<file path="config.mk">
export PLATFORM = sky130hd
export DESIGN_NAME = lidar_window_stop_trigger_top
export DESIGN_NICKNAME = d
export VERILOG_FILES = /design/src/sv/lwst_pkg.sv /design/src/sv/lwst_ctrl.sv /design/src/sv/lwst_dp.sv /design/src/sv/lidar_window_stop_trigger_top.sv
export SDC_FILE = /design/constraint.sdc
export NUM_CORES = 2
export LEC_CHECK = 0
export ABC_AREA = 0
export BUFFER_PORTS_ARGS = -buffer_cell sky130_fd_sc_hd__buf_2
export CAP_MARGIN = 20
export CORE_MARGIN = 1.5
export CORE_UTILIZATION = 25
export CTS_BUF_LIST = sky130_fd_sc_hd__clkbuf_8
export DETAILED_ROUTE_END_ITERATION = 10
export PLACE_DENSITY_LB_ADDON = 0.15
export SLEW_MARGIN = 20
export SYNTH_ARGS = -nofsm -noshare
export SYNTH_HDL_FRONTEND = slang
export SYNTH_SLANG_ARGS = --single-unit
</file>
<file path="constraint.sdc">
create_clock -name clk -period 8.6 [get_ports clk]
set_input_delay 1.29 -clock clk [delete_from_list [all_inputs] [get_ports clk]]
set_output_delay 1.29 -clock clk [all_outputs]
set_load 0.01 [all_outputs]
</file>
<file path="src/sv/lwst_pkg.sv">
// ----------------------------------------------------------------------------
// lwst_pkg
// shared types, constants and the arctangent table of the stop trigger
// ----------------------------------------------------------------------------
`default_nettype none

package lwst_pkg;

    localparam int XW = 36;
    localparam int ZW = 34;
    localparam int CW = 17;

    localparam logic [15:0] KINV = 16'd39797;
    localparam logic signed [CW-1:0] CLOSEST_NONE = 17'sd65535;
    localparam logic signed [CW-1:0] CLOSEST_MIN  = 17'sh1_0000;

    localparam logic [2:0] REG_WINDOW_WIDTH = 3'd0;
    localparam logic [2:0] REG_SENSITIVE    = 3'd1;
    localparam logic [2:0] REG_RELEASE_HYST = 3'd2;
    localparam logic [2:0] REG_RANGE_FLOOR  = 3'd3;
    localparam logic [2:0] REG_START_ANGLE  = 3'd4;
    localparam logic [2:0] REG_ANGLE_STEP   = 3'd5;

    typedef struct packed {
        logic capture;
        logic init;
        logic rotate;
        logic update;
        logic advance;
        logic close;
    } cmd_t;

    typedef struct packed {
        logic above_floor;
        logic iter_last;
        logic last;
        logic out_busy;
    } sts_t;

    // atan(2^-i) in 2^32 units per turn
    function automatic logic [29:0] atan_at(input logic [4:0] i);
        logic [29:0] a;
        case (i)
            5'd0:    a = 30'd536870912;
            5'd1:    a = 30'd316933406;
            5'd2:    a = 30'd167458907;
            5'd3:    a = 30'd85004756;
            5'd4:    a = 30'd42667331;
            5'd5:    a = 30'd21354465;
            5'd6:    a = 30'd10679838;
            5'd7:    a = 30'd5340245;
            5'd8:    a = 30'd2670163;
            5'd9:    a = 30'd1335087;
            5'd10:   a = 30'd667544;
            5'd11:   a = 30'd333772;
            5'd12:   a = 30'd166886;
            5'd13:   a = 30'd83443;
            5'd14:   a = 30'd41722;
            5'd15:   a = 30'd20861;
            5'd16:   a = 30'd10430;
            5'd17:   a = 30'd5215;
            5'd18:   a = 30'd2608;
            5'd19:   a = 30'd1304;
            5'd20:   a = 30'd652;
            5'd21:   a = 30'd326;
            5'd22:   a = 30'd163;
            5'd23:   a = 30'd81;
            default: a = 30'd0;
        endcase
        return a;
    endfunction

endpackage

`default_nettype wire

</file>
<file path="src/sv/lwst_ctrl.sv">
// ----------------------------------------------------------------------------
// lwst_ctrl
// sequencer for one beam: capture, cordic iterations, corridor test, scan end
// ----------------------------------------------------------------------------
`default_nettype none

module lwst_ctrl (
    input  wire logic          clk,
    input  wire logic          rst_n,
    input  wire logic          in_valid,
    output logic               in_ready,
    input  lwst_pkg::sts_t     sts,
    output lwst_pkg::cmd_t     cmd
);

    typedef enum logic [4:0] {
        ST_IDLE  = 5'b00001,
        ST_INIT  = 5'b00010,
        ST_ROT   = 5'b00100,
        ST_CHECK = 5'b01000,
        ST_END   = 5'b10000
    } state_t;

    state_t state_reg;
    state_t state_next;

    assign in_ready = (state_reg == ST_IDLE);

    always_comb
    begin
        state_next = state_reg;
        cmd        = '0;
        case (state_reg)
            ST_IDLE:
            begin
                if (in_valid)
                begin
                    cmd.capture = 1'b1;
                    state_next  = ST_INIT;
                end
            end
            ST_INIT:
            begin
                if (sts.above_floor)
                begin
                    cmd.init   = 1'b1;
                    state_next = ST_ROT;
                end
                else
                begin
                    state_next = ST_END;
                end
            end
            ST_ROT:
            begin
                cmd.rotate = 1'b1;
                if (sts.iter_last)
                begin
                    state_next = ST_CHECK;
                end
            end
            ST_CHECK:
            begin
                cmd.update = 1'b1;
                state_next = ST_END;
            end
            ST_END:
            begin
                if (!sts.last)
                begin
                    cmd.advance = 1'b1;
                    state_next  = ST_IDLE;
                end
                else if (!sts.out_busy)
                begin
                    cmd.close  = 1'b1;
                    state_next = ST_IDLE;
                end
            end
            default:
            begin
                state_next = ST_IDLE;
            end
        endcase
    end

    always_ff @(posedge clk or negedge rst_n)
    begin
        if (!rst_n)
        begin
            state_reg <= ST_IDLE;
        end
        else
        begin
            state_reg <= state_next;
        end
    end

endmodule

`default_nettype wire

</file>
<file path="src/sv/lwst_dp.sv">
// ----------------------------------------------------------------------------
// lwst_dp
// datapath: config registers, iterative cordic, corridor test, closest point,
// stop flag hysteresis and the output register
// ----------------------------------------------------------------------------
`default_nettype none

module lwst_dp #(
    parameter int CORDIC_STAGES = 16,
    parameter int RANGE_BITS    = 16,
    parameter int ANGLE_BITS    = 16
) (
    input  wire logic                 clk,
    input  wire logic                 rst_n,
    input  wire logic                 cfg_we,
    input  wire logic [2:0]           cfg_index,
    input  wire logic [15:0]          cfg_data,
    input  wire logic [15:0]          range_mm,
    input  wire logic                 last_of_scan,
    input  lwst_pkg::cmd_t            cmd,
    output lwst_pkg::sts_t            sts,
    output logic                      out_valid,
    input  wire logic                 out_ready,
    output logic                      stop_active,
    output logic signed [16:0]        closest_ahead_mm
);

    localparam int XW = lwst_pkg::XW;
    localparam int ZW = lwst_pkg::ZW;
    localparam int CW = lwst_pkg::CW;
    localparam int IW = $clog2(CORDIC_STAGES);
    localparam int RW = (RANGE_BITS < 16) ? RANGE_BITS : 16;
    localparam logic [15:0] RMASK = 16'((32'd1 << RW) - 32'd1);
    localparam logic [31:0] START_RST32 = 32'hFFFF_8000;
    localparam logic [ANGLE_BITS-1:0] BEAM_RST = START_RST32[ANGLE_BITS-1:0];

    // configuration
    logic [15:0] width_reg;
    logic [14:0] sens_reg;
    logic [14:0] hyst_reg;
    logic [15:0] floor_reg;
    logic [15:0] start_reg;
    logic [15:0] step_reg;

    // scan state
    logic [ANGLE_BITS-1:0] beam_reg;
    logic [ANGLE_BITS-1:0] beam_next;
    logic signed [CW-1:0]  closest_reg;
    logic signed [CW-1:0]  closest_next;
    logic                  stop_reg;
    logic                  stop_next;

    // item and cordic
    logic [15:0]           r_reg;
    logic                  last_reg;
    logic signed [XW-1:0]  x_reg;
    logic signed [XW-1:0]  x_next;
    logic signed [XW-1:0]  y_reg;
    logic signed [XW-1:0]  y_next;
    logic signed [ZW-1:0]  z_reg;
    logic signed [ZW-1:0]  z_next;
    logic [IW-1:0]         cnt_reg;
    logic [IW-1:0]         cnt_next;

    // output word
    logic                  out_valid_reg;
    logic                  out_valid_next;
    logic                  out_stop_reg;
    logic                  out_stop_next;
    logic signed [CW-1:0]  out_closest_reg;
    logic signed [CW-1:0]  out_closest_next;

    logic signed [31:0]    start32;
    logic signed [31:0]    step32;
    logic signed [31:0]    cfg32;
    logic [31:0]           zu;
    logic [31:0]           zf;
    logic                  fold;
    logic [31:0]           prod;
    logic signed [XW-1:0]  x_pos;
    logic signed [XW-1:0]  dx;
    logic signed [XW-1:0]  dy;
    logic signed [ZW-1:0]  atan_z;
    logic [XW-1:0]         ay;
    logic                  in_window;
    logic signed [XW:0]    x_round;
    logic signed [XW-16:0] xr;
    logic signed [CW-1:0]  xr_sat;
    logic signed [17:0]    closest_w;
    logic signed [17:0]    sens_w;
    logic signed [17:0]    release_w;
    logic                  changed;

    assign start32 = 32'(signed'(start_reg));
    assign step32  = 32'(signed'(step_reg));
    assign cfg32   = 32'(signed'(cfg_data));

    assign zu     = {beam_reg, {(32 - ANGLE_BITS){1'b0}}};
    assign fold   = zu[31] ^ zu[30];
    assign zf     = fold ? (zu + 32'h8000_0000) : zu;
    assign prod   = 32'(r_reg) * 32'(lwst_pkg::KINV);
    assign x_pos  = signed'({{(XW - 32){1'b0}}, prod});

    assign dx     = y_reg >>> cnt_reg;
    assign dy     = x_reg >>> cnt_reg;
    assign atan_z = signed'({{(ZW - 30){1'b0}}, lwst_pkg::atan_at(5'(cnt_reg))});

    assign ay        = y_reg[XW-1] ? XW'(-y_reg) : XW'(y_reg);
    assign in_window = {1'b0, ay, 1'b0} < {{(XW - 30){1'b0}}, width_reg, 16'h0000};
    assign x_round   = (XW + 1)'(x_reg) + (XW + 1)'(32768);
    assign xr        = x_round[XW:16];

    always_comb
    begin
        if (xr > (XW - 15)'(signed'(lwst_pkg::CLOSEST_NONE)))
        begin
            xr_sat = lwst_pkg::CLOSEST_NONE;
        end
        else if (xr < (XW - 15)'(signed'(lwst_pkg::CLOSEST_MIN)))
        begin
            xr_sat = lwst_pkg::CLOSEST_MIN;
        end
        else
        begin
            xr_sat = CW'(xr);
        end
    end

    assign closest_w = 18'(closest_reg);
    assign sens_w    = signed'({3'b000, sens_reg});
    assign release_w = signed'({2'b00, 16'({1'b0, sens_reg} + {1'b0, hyst_reg})});
    assign changed   = stop_reg ? (closest_w > release_w) : (closest_w < sens_w);

    assign sts.above_floor = r_reg > floor_reg;
    assign sts.iter_last   = (cnt_reg == IW'(CORDIC_STAGES - 1));
    assign sts.last        = last_reg;
    assign sts.out_busy    = out_valid_reg & ~out_ready;

    assign out_valid        = out_valid_reg;
    assign stop_active      = out_stop_reg;
    assign closest_ahead_mm = out_closest_reg;

    always_comb
    begin
        beam_next = beam_reg;
        if (cmd.advance)
        begin
            beam_next = beam_reg + step32[ANGLE_BITS-1:0];
        end
        if (cmd.close)
        begin
            beam_next = start32[ANGLE_BITS-1:0];
        end
        if (cfg_we && (cfg_index == lwst_pkg::REG_START_ANGLE))
        begin
            beam_next = cfg32[ANGLE_BITS-1:0];
        end
    end

    always_comb
    begin
        closest_next     = closest_reg;
        stop_next        = stop_reg;
        out_valid_next   = out_valid_reg & ~out_ready;
        out_stop_next    = out_stop_reg;
        out_closest_next = out_closest_reg;
        if (cmd.update && in_window && (xr_sat < closest_reg))
        begin
            closest_next = xr_sat;
        end
        if (cmd.close)
        begin
            closest_next = lwst_pkg::CLOSEST_NONE;
            if (changed)
            begin
                stop_next        = ~stop_reg;
                out_valid_next   = 1'b1;
                out_stop_next    = ~stop_reg;
                out_closest_next = closest_reg;
            end
        end
    end

    always_comb
    begin
        x_next   = x_reg;
        y_next   = y_reg;
        z_next   = z_reg;
        cnt_next = cnt_reg;
        if (cmd.init)
        begin
            x_next   = fold ? -x_pos : x_pos;
            y_next   = '0;
            z_next   = ZW'(signed'(zf));
            cnt_next = '0;
        end
        else if (cmd.rotate)
        begin
            if (!z_reg[ZW-1])
            begin
                x_next = x_reg - dx;
                y_next = y_reg + dy;
                z_next = z_reg - atan_z;
            end
            else
            begin
                x_next = x_reg + dx;
                y_next = y_reg - dy;
                z_next = z_reg + atan_z;
            end
            cnt_next = cnt_reg + IW'(1);
        end
    end

    always_ff @(posedge clk or negedge rst_n)
    begin
        if (!rst_n)
        begin
            width_reg     <= 16'd2000;
            sens_reg      <= 15'd1000;
            hyst_reg      <= 15'd200;
            floor_reg     <= 16'd100;
            start_reg     <= START_RST32[15:0];
            step_reg      <= 16'd91;
            beam_reg      <= BEAM_RST;
            closest_reg   <= lwst_pkg::CLOSEST_NONE;
            stop_reg      <= 1'b0;
            out_valid_reg <= 1'b0;
        end
        else
        begin
            if (cfg_we)
            begin
                case (cfg_index)
                    lwst_pkg::REG_WINDOW_WIDTH: width_reg <= cfg_data;
                    lwst_pkg::REG_SENSITIVE:    sens_reg  <= cfg_data[14:0];
                    lwst_pkg::REG_RELEASE_HYST: hyst_reg  <= cfg_data[14:0];
                    lwst_pkg::REG_RANGE_FLOOR:  floor_reg <= cfg_data;
                    lwst_pkg::REG_START_ANGLE:  start_reg <= cfg_data;
                    lwst_pkg::REG_ANGLE_STEP:   step_reg  <= cfg_data;
                    default:                    ;
                endcase
            end
            beam_reg      <= beam_next;
            closest_reg   <= closest_next;
            stop_reg      <= stop_next;
            out_valid_reg <= out_valid_next;
        end
    end

    always_ff @(posedge clk)
    begin
        if (cmd.capture)
        begin
            r_reg    <= range_mm & RMASK;
            last_reg <= last_of_scan;
        end
        x_reg           <= x_next;
        y_reg           <= y_next;
        z_reg           <= z_next;
        cnt_reg         <= cnt_next;
        out_stop_reg    <= out_stop_next;
        out_closest_reg <= out_closest_next;
    end

endmodule

`default_nettype wire

</file>
<file path="src/sv/lidar_window_stop_trigger_top.sv">
// ----------------------------------------------------------------------------
// lidar_window_stop_trigger_top
// lidar obstacle stop trigger: rotates each beam into the vehicle frame,
// keeps the closest point in the corridor and applies stop hysteresis
//
//   channel  signals                                  dir   role
//   in       in_valid/in_ready, range_mm,              in    one beam per word
//            last_of_scan
//   out      out_valid/out_ready, stop_active,         out   stop flag changes
//            closest_ahead_mm
//   cfg      cfg_we, cfg_index, cfg_data               in    register writes
//
// a beam above the range floor passes through the init, rotate, check and end
// states, iterating in rotate on the single shared cordic iteration unit; a
// beam at or below the floor goes from init straight to end
// reset loads the register defaults, clears the stop flag and the closest point
// the output register holds a word while out_ready is low; only the scan-end
// beam waits for it to drain
// ----------------------------------------------------------------------------
`default_nettype none

module lidar_window_stop_trigger_top #(
    parameter int CORDIC_STAGES = 16,
    parameter int RANGE_BITS    = 16,
    parameter int ANGLE_BITS    = 16
) (
    input  wire logic               clk,
    input  wire logic               rst_n,
    input  wire logic               cfg_we,
    input  wire logic [2:0]         cfg_index,
    input  wire logic [15:0]        cfg_data,
    input  wire logic               in_valid,
    output logic                    in_ready,
    input  wire logic [15:0]        range_mm,
    input  wire logic               last_of_scan,
    output logic                    out_valid,
    input  wire logic               out_ready,
    output logic                    stop_active,
    output logic signed [16:0]      closest_ahead_mm
);

    lwst_pkg::cmd_t cmd;
    lwst_pkg::sts_t sts;

    lwst_ctrl u_ctrl (
        .clk      (clk),
        .rst_n    (rst_n),
        .in_valid (in_valid),
        .in_ready (in_ready),
        .sts      (sts),
        .cmd      (cmd)
    );

    lwst_dp #(
        .CORDIC_STAGES (CORDIC_STAGES),
        .RANGE_BITS    (RANGE_BITS),
        .ANGLE_BITS    (ANGLE_BITS)
    ) u_dp (
        .clk              (clk),
        .rst_n            (rst_n),
        .cfg_we           (cfg_we),
        .cfg_index        (cfg_index),
        .cfg_data         (cfg_data),
        .range_mm         (range_mm),
        .last_of_scan     (last_of_scan),
        .cmd              (cmd),
        .sts              (sts),
        .out_valid        (out_valid),
        .out_ready        (out_ready),
        .stop_active      (stop_active),
        .closest_ahead_mm (closest_ahead_mm)
    );

endmodule

`default_nettype wire

</file>
## After elaboration in Yosys (flattened, before gate mapping)

Memories as Yosys holds them, arrays and structs flattened. A register that Yosys moved wholly into a read port is not among the register bits.
Cells that the tools add are included.

| storage, ports and cells | value |
|---|---|
| bits in registers | 279 |
| bits of input ports | 41 |
| output and inout port bits | 20 |
| bits in read-only memories | 480 |
| logic and storage cells | 114 |
| memories kept | 1 |

Memories:

| name | depth | bits a word | rd ports | clocked after Yosys merged registers in | write ports | RTL line | text |
|---|---|---|---|---|---|---|---|
| (name not given) | 16 | 30 | 1 | 1 | 0 | lwst_pkg.sv:43 | `case (i)` |

| operators by class | value |
|---|---|
| shift-type cells | 2 |
| bitwise gates (word level) | 4 |
| equality and inequality tests | 14 |
| reduce and logical (&&, ||, !) cells | 15 |
| add/subtract/negate cells | 13 |
| $lt $le $gt $ge | 7 |
| multipliers | 1 |
| mux-type cells | 38 |

Operators by type and width:

| operator | count |
|---|---|
| 2-to-1 mux 36 bit | 6 |
| 2-to-1 mux 34 bit | 3 |
| adder 36 bit | 2 |
| >>> shifter 36 x 4 -> 36 bit | 2 |
| subtractor 36 bit | 2 |
| 2-to-1 mux 17 bit | 4 |
| 2-to-1 mux 16 bit | 3 |
| adder 36 x 17 -> 37 bit (second input constant) | 1 |
| less-than comparator 37 x 32 -> 1 bit | 1 |
| negation 32 -> 36 bit | 1 |
| negation 36 bit | 1 |
| adder 34 x 31 -> 34 bit | 1 |
| subtractor 34 x 31 -> 34 bit | 1 |
| adder 32 bit (second input constant) | 1 |
| multiplier 16 x 16 -> 32 bit (second input constant) | 1 |
| 2-to-1 mux 32 bit | 1 |
| 2-to-1 mux 5 bit | 5 |
| one-hot mux 5 bit (5 select lines) | 1 |
| greater-than comparator 21 x 17 -> 1 bit (second input constant) | 1 |
| less-than comparator 21 x 17 -> 1 bit (second input constant) | 1 |
| greater-than comparator 17 bit | 1 |
| less-than comparator 17 x 16 -> 1 bit | 1 |
| less-than comparator 17 bit | 1 |
| adder 15 x 15 -> 16 bit | 1 |
| 26 further kinds | 51 |

## Longest topological paths before layout

| logic depth | value |
|---|---|
| word-level depth | 8 |
| mapped depth | 31 |
| gate-level depth less buffers | 25 |

## Modules after synthesis

Synthesis repeated with hierarchy kept, for this count alone.

| second synthesis, totals | value |
|---|---|
| cell total of the unflattened synthesis | 3581 |
| area total of the unflattened synthesis | 32516.2 µm² |

Modules (own cells, without submodules):

| module | sequential area each (µm²) | instances | cells an instance | area each (µm²) |
|---|---|---|---|---|
| lwst_dp | 7833.8 | 1 | 3542 | 32160.8 |
| lwst_ctrl | 126.4 | 1 | 39 | 355.3 |

## Least setup slack after synthesis

OpenSTA, ideal clock, no wires.

| timing | value |
|---|---|
| path kind | reg-to-reg |
| from | register u_dp.r_reg[8] |
| to | register u_dp.x_reg[31], data pin |
| stages on the path, launching flop included | 26 |
| period minus slack after synthesis | 6.872 ns |
| data arrival time | 6.605 ns |
| path slack | 1.728 ns |
| data required time | 8.332 ns |
| cells stage by stage | edfxtp_1 > inv_1 > fa_1 > fa_1 > inv_1 > fa_1 > inv_1 > fa_1 > inv_1 > fa_1 > inv_1 > fa_1 > inv_1 > ha_1 > nand2_1 > nor2_1 > o21ai_0 > a21oi_1 > a211oi_1 > o21a_1 > o311ai_0 > o221ai_1 > or2_2 > o41ai_1 > xor2_1 > o21ai_0 |

| between the ends | value |
|---|---|
| word-level cells in the longest chain between the ends | 4 |

RTL lines:

| item | RTL line | text |
|---|---|---|
| start, declared | lwst_dp.sv:54 | `logic [15:0] r_reg;` |
| start signal, assigned | lwst_dp.sv:255 | `r_reg <= range_mm & RMASK;` |
| multiplier 16 x 16 -> 32 bit or greater-than comparator 16 bit (tied branches) | lwst_dp.sv:101, lwst_dp.sv:134 |  |
| negation 32 -> 36 bit or 2-to-1 mux 1 bit (tied branches) | lwst_dp.sv:192, lwst_ctrl.sv:44 |  |
| 2-to-1 mux 36 bit or 2-to-1 mux 1 bit (tied branches) | lwst_dp.sv:192, lwst_ctrl.sv:33 |  |
| 2-to-1 mux 36 bit (*) | lwst_dp.sv:190 | `if (cmd.init)` |
| net u_dp.x_next[31] | lwst_dp.sv:57 | `logic signed [XW-1:0] x_next;` |
| end signal, assigned | lwst_dp.sv:258 | `x_reg <= x_next;` |
| end, declared | lwst_dp.sv:56 | `logic signed [XW-1:0] x_reg;` |

The timed path passes the listed nets; every way through them passes the cells marked *.
A chain may end at the register's enable or synchronous reset.

## Worst setup path after layout

Ends and elaborated chain as after synthesis.

==> run metrics <==
fin crit share 88.9%; XOR/XNOR Fraction of Synth Area 7.82%; initial antenna violation count 4; fraction of layout cells with a size suffix above 1 11.4%; Primary FF master, synth edfxtp_1; Max Freq 0.131 GHz; Max Slew Vio Count 0; CP startpoint kind flop; flop2flop setup slack 950 ps; number of enable flip-flop cells after synthesis 105; asr flop ratio synth 43.4%; met1 Usage GRT 21.5%; RSZ-0062 raised after global routing false; FP Rows 132; Synth Area in Compound Gates 17.6%; post-synth net total 4213; Yosys top cell by area ha_1; Vert. Die Dim 363 um; Simple-Gate Fraction of Synth Area 15.2%; Die Area 0.132 sq mm; Cells after DPL 5412; crit path kind flop to flop; Synth Warn # 0; Top delay family on crit path adder cells; Unique masters post-synth 98; critical path arrival 8100 ps; reg2reg end u_dp.x_reg[31]; top cells by area, synth ha_1 (13%), edfxtp_1 (9.7%), dfrtp_1 (7.1%); commonest non-fill, non-tap cells in the layout nand2_1 (420), ha_1 (347), inv_1 (319); Clock Skews 42.9 ps; synthesized area 0.0325 sq mm; vias in the first global route 27000; dpl hpwl 78.1 mm; dpl cell area 0.0347 sq mm; postcts setup bufs 0; Layout Cells excl Fill 5538; remaining global-route overflow 0; GR peak layer met2; Synth top area share 13.4%; Gate Count Post-Synth 3717; post-synthesis register bit count 309; FF-to-FF Start u_dp.r_reg[8]; Boundary Pins 61; Net count, final 4236; drc violations 0; global-route met3 utilization 2.00%; data required time of the critical path 9060 ps; Clock transition at path regs 60 ps; Wirelength per Cell 18.5 um; met2 usage 25.3%; Adder-Cell Fraction of Synth Area 20.0%; post-synthesis mux area share 9.34%; CP max stage delay 540 ps; worst slew pin tran 1110 ps; CP max FO 6; reg2reg path depth 25; Max clock buf depth 3; setup tns final 0 ps; RePlAce Congestion 0.814; Design Area, Final 0.0361 sq mm; Rel. slew slack 25.0%; register area share after synthesis 24.5%; htree depth 3; Detailed Route WL 103 mm; final setup fails 0; vias 26700; Via-to-Cell Ratio 4.83; Initial Util 25.1%; Num CTS Buffers 68; minimum clock period 7650 ps; largest net degree at the start of global routing 96; commonest non-fill, non-tap cell in the layout nand2_1; status complete, no violations; worst hold start u_dp.start_reg[15]; syn_area_per_cell 8.74 sq um; Final Hold Fails 0; drt first-iter violations 1470; Chip Width 363 um; Worst Setup End Kind flop; CTS resizes 0; PortBufs 60; Worst Hold Endpoint u_dp.start_reg[15]; clk sinks 309; first drt pass iteration count 5; slowest CP cell edfxtp_1; core footprint 0.129 sq mm; final-layout fill cell count 14000; Max-cap violations 0; Clock Latency Late Sink 730 ps; Area growth, synth to finish 11.1%; CTS tree built; Crit path buffers/inverters 6; Root Buffer clkbuf_8; first-pass GRT wire length 160 mm; # hold bufs at CTS 0; DRT antenna net count 0; Tightest Hold Check Type flop to flop; GRT Util Overall 15.5%; worst hold path depth 2; largest family of logic cells by synthesized area adder cells
==> worst reg2reg max path, cell delays in order, from the launching register on <==
cell and delay (ps):
edfxtp_1 540, inv_1 270, fa_1 480, fa_1 510
inv_1 50, fa_1 490, inv_1 50, fa_1 470
inv_1 50, fa_1 530, inv_1 50, fa_1 520
inv_1 40, ha_1 340, nand2_1 100, nor2_1 150
o21ai_0 110, a21oi_1 380, a211oi_1 240, o21a_1 260
o311ai_0 490, o221ai_1 220, or2_2 320, o41ai_1 440
xor2_1 170, o21ai_0 80
==> worst max-delay path by stage <==
stage,cells after the start,to,from
after detailed placement,25,u_dp.x_reg[31],u_dp.r_reg[7]
after global routing,25,u_dp.x_reg[31],u_dp.r_reg[8]
after global placement,25,u_dp.x_reg[31],u_dp.r_reg[8]
after CTS,25,u_dp.x_reg[31],u_dp.r_reg[8]
after floorplan,25,u_dp.x_reg[31],u_dp.r_reg[8]
final,25,u_dp.x_reg[31],u_dp.r_reg[8]
==> area by class of cell <==
class / count / area, sq um / share of cell area (%)
Clock inverter: 46 / 302 / 0.836
Tap cell: 1742 / 2180 / 6.04
Inverter: 301 / 1130 / 3.14
Multi-Input combinational cell: 2957 / 22800 / 63.1
Timing Repair Buffer: 103 / 654 / 1.81
Sequential cell: 309 / 7980 / 22.1
Clock buffer: 78 / 1070 / 2.98
Antenna cell: 2 / 5.00 / 0.0139
==> metrics by stage <==
stage,util [%],hold WS [ps],setup WS (ps)
after global placement,26.9,453,1010
after global routing,27.9,471,419
after CTS,27.9,464,951
after floorplan,-,439,1730
after detailed placement,26.9,454,956
final,27.9,464,955
==> logic make-up after synthesis <==
kind of cell / count (synthesis)
xor gates and xnor gates: 290
and+or+nand+nor: 1067
buffers and inverters: 451
AOI/OAI and AO/OA: 932
muxes: 213
adders and majority gates: 455
DFF: 309
==> cell usage after synthesis (all sizes together) (70+ instances only) <==
cell type / n
nand2: 420
ha: 347
inv: 298
a21oi: 288
nor2: 270
o21ai: 262
xnor2: 161
xor2: 129
fa: 108
edfxtp: 105
clkbuf: 101
a21o: 95
dfrtp: 92
mux2i: 76
mux2: 74
dfxtp: 70
==> routing by layer <==
metal / up-vias / share of wire [%]
li1: 13300 / -
met1: 12900 / 49
met2: 456 / 46
met3: 111 / 3.3
met4: 0 / 1.6
met5: - / 0
Power is left out: the tool's default activity adds up to more than one toggle a clock period on the data nets, which glitch-free logic cannot reach.
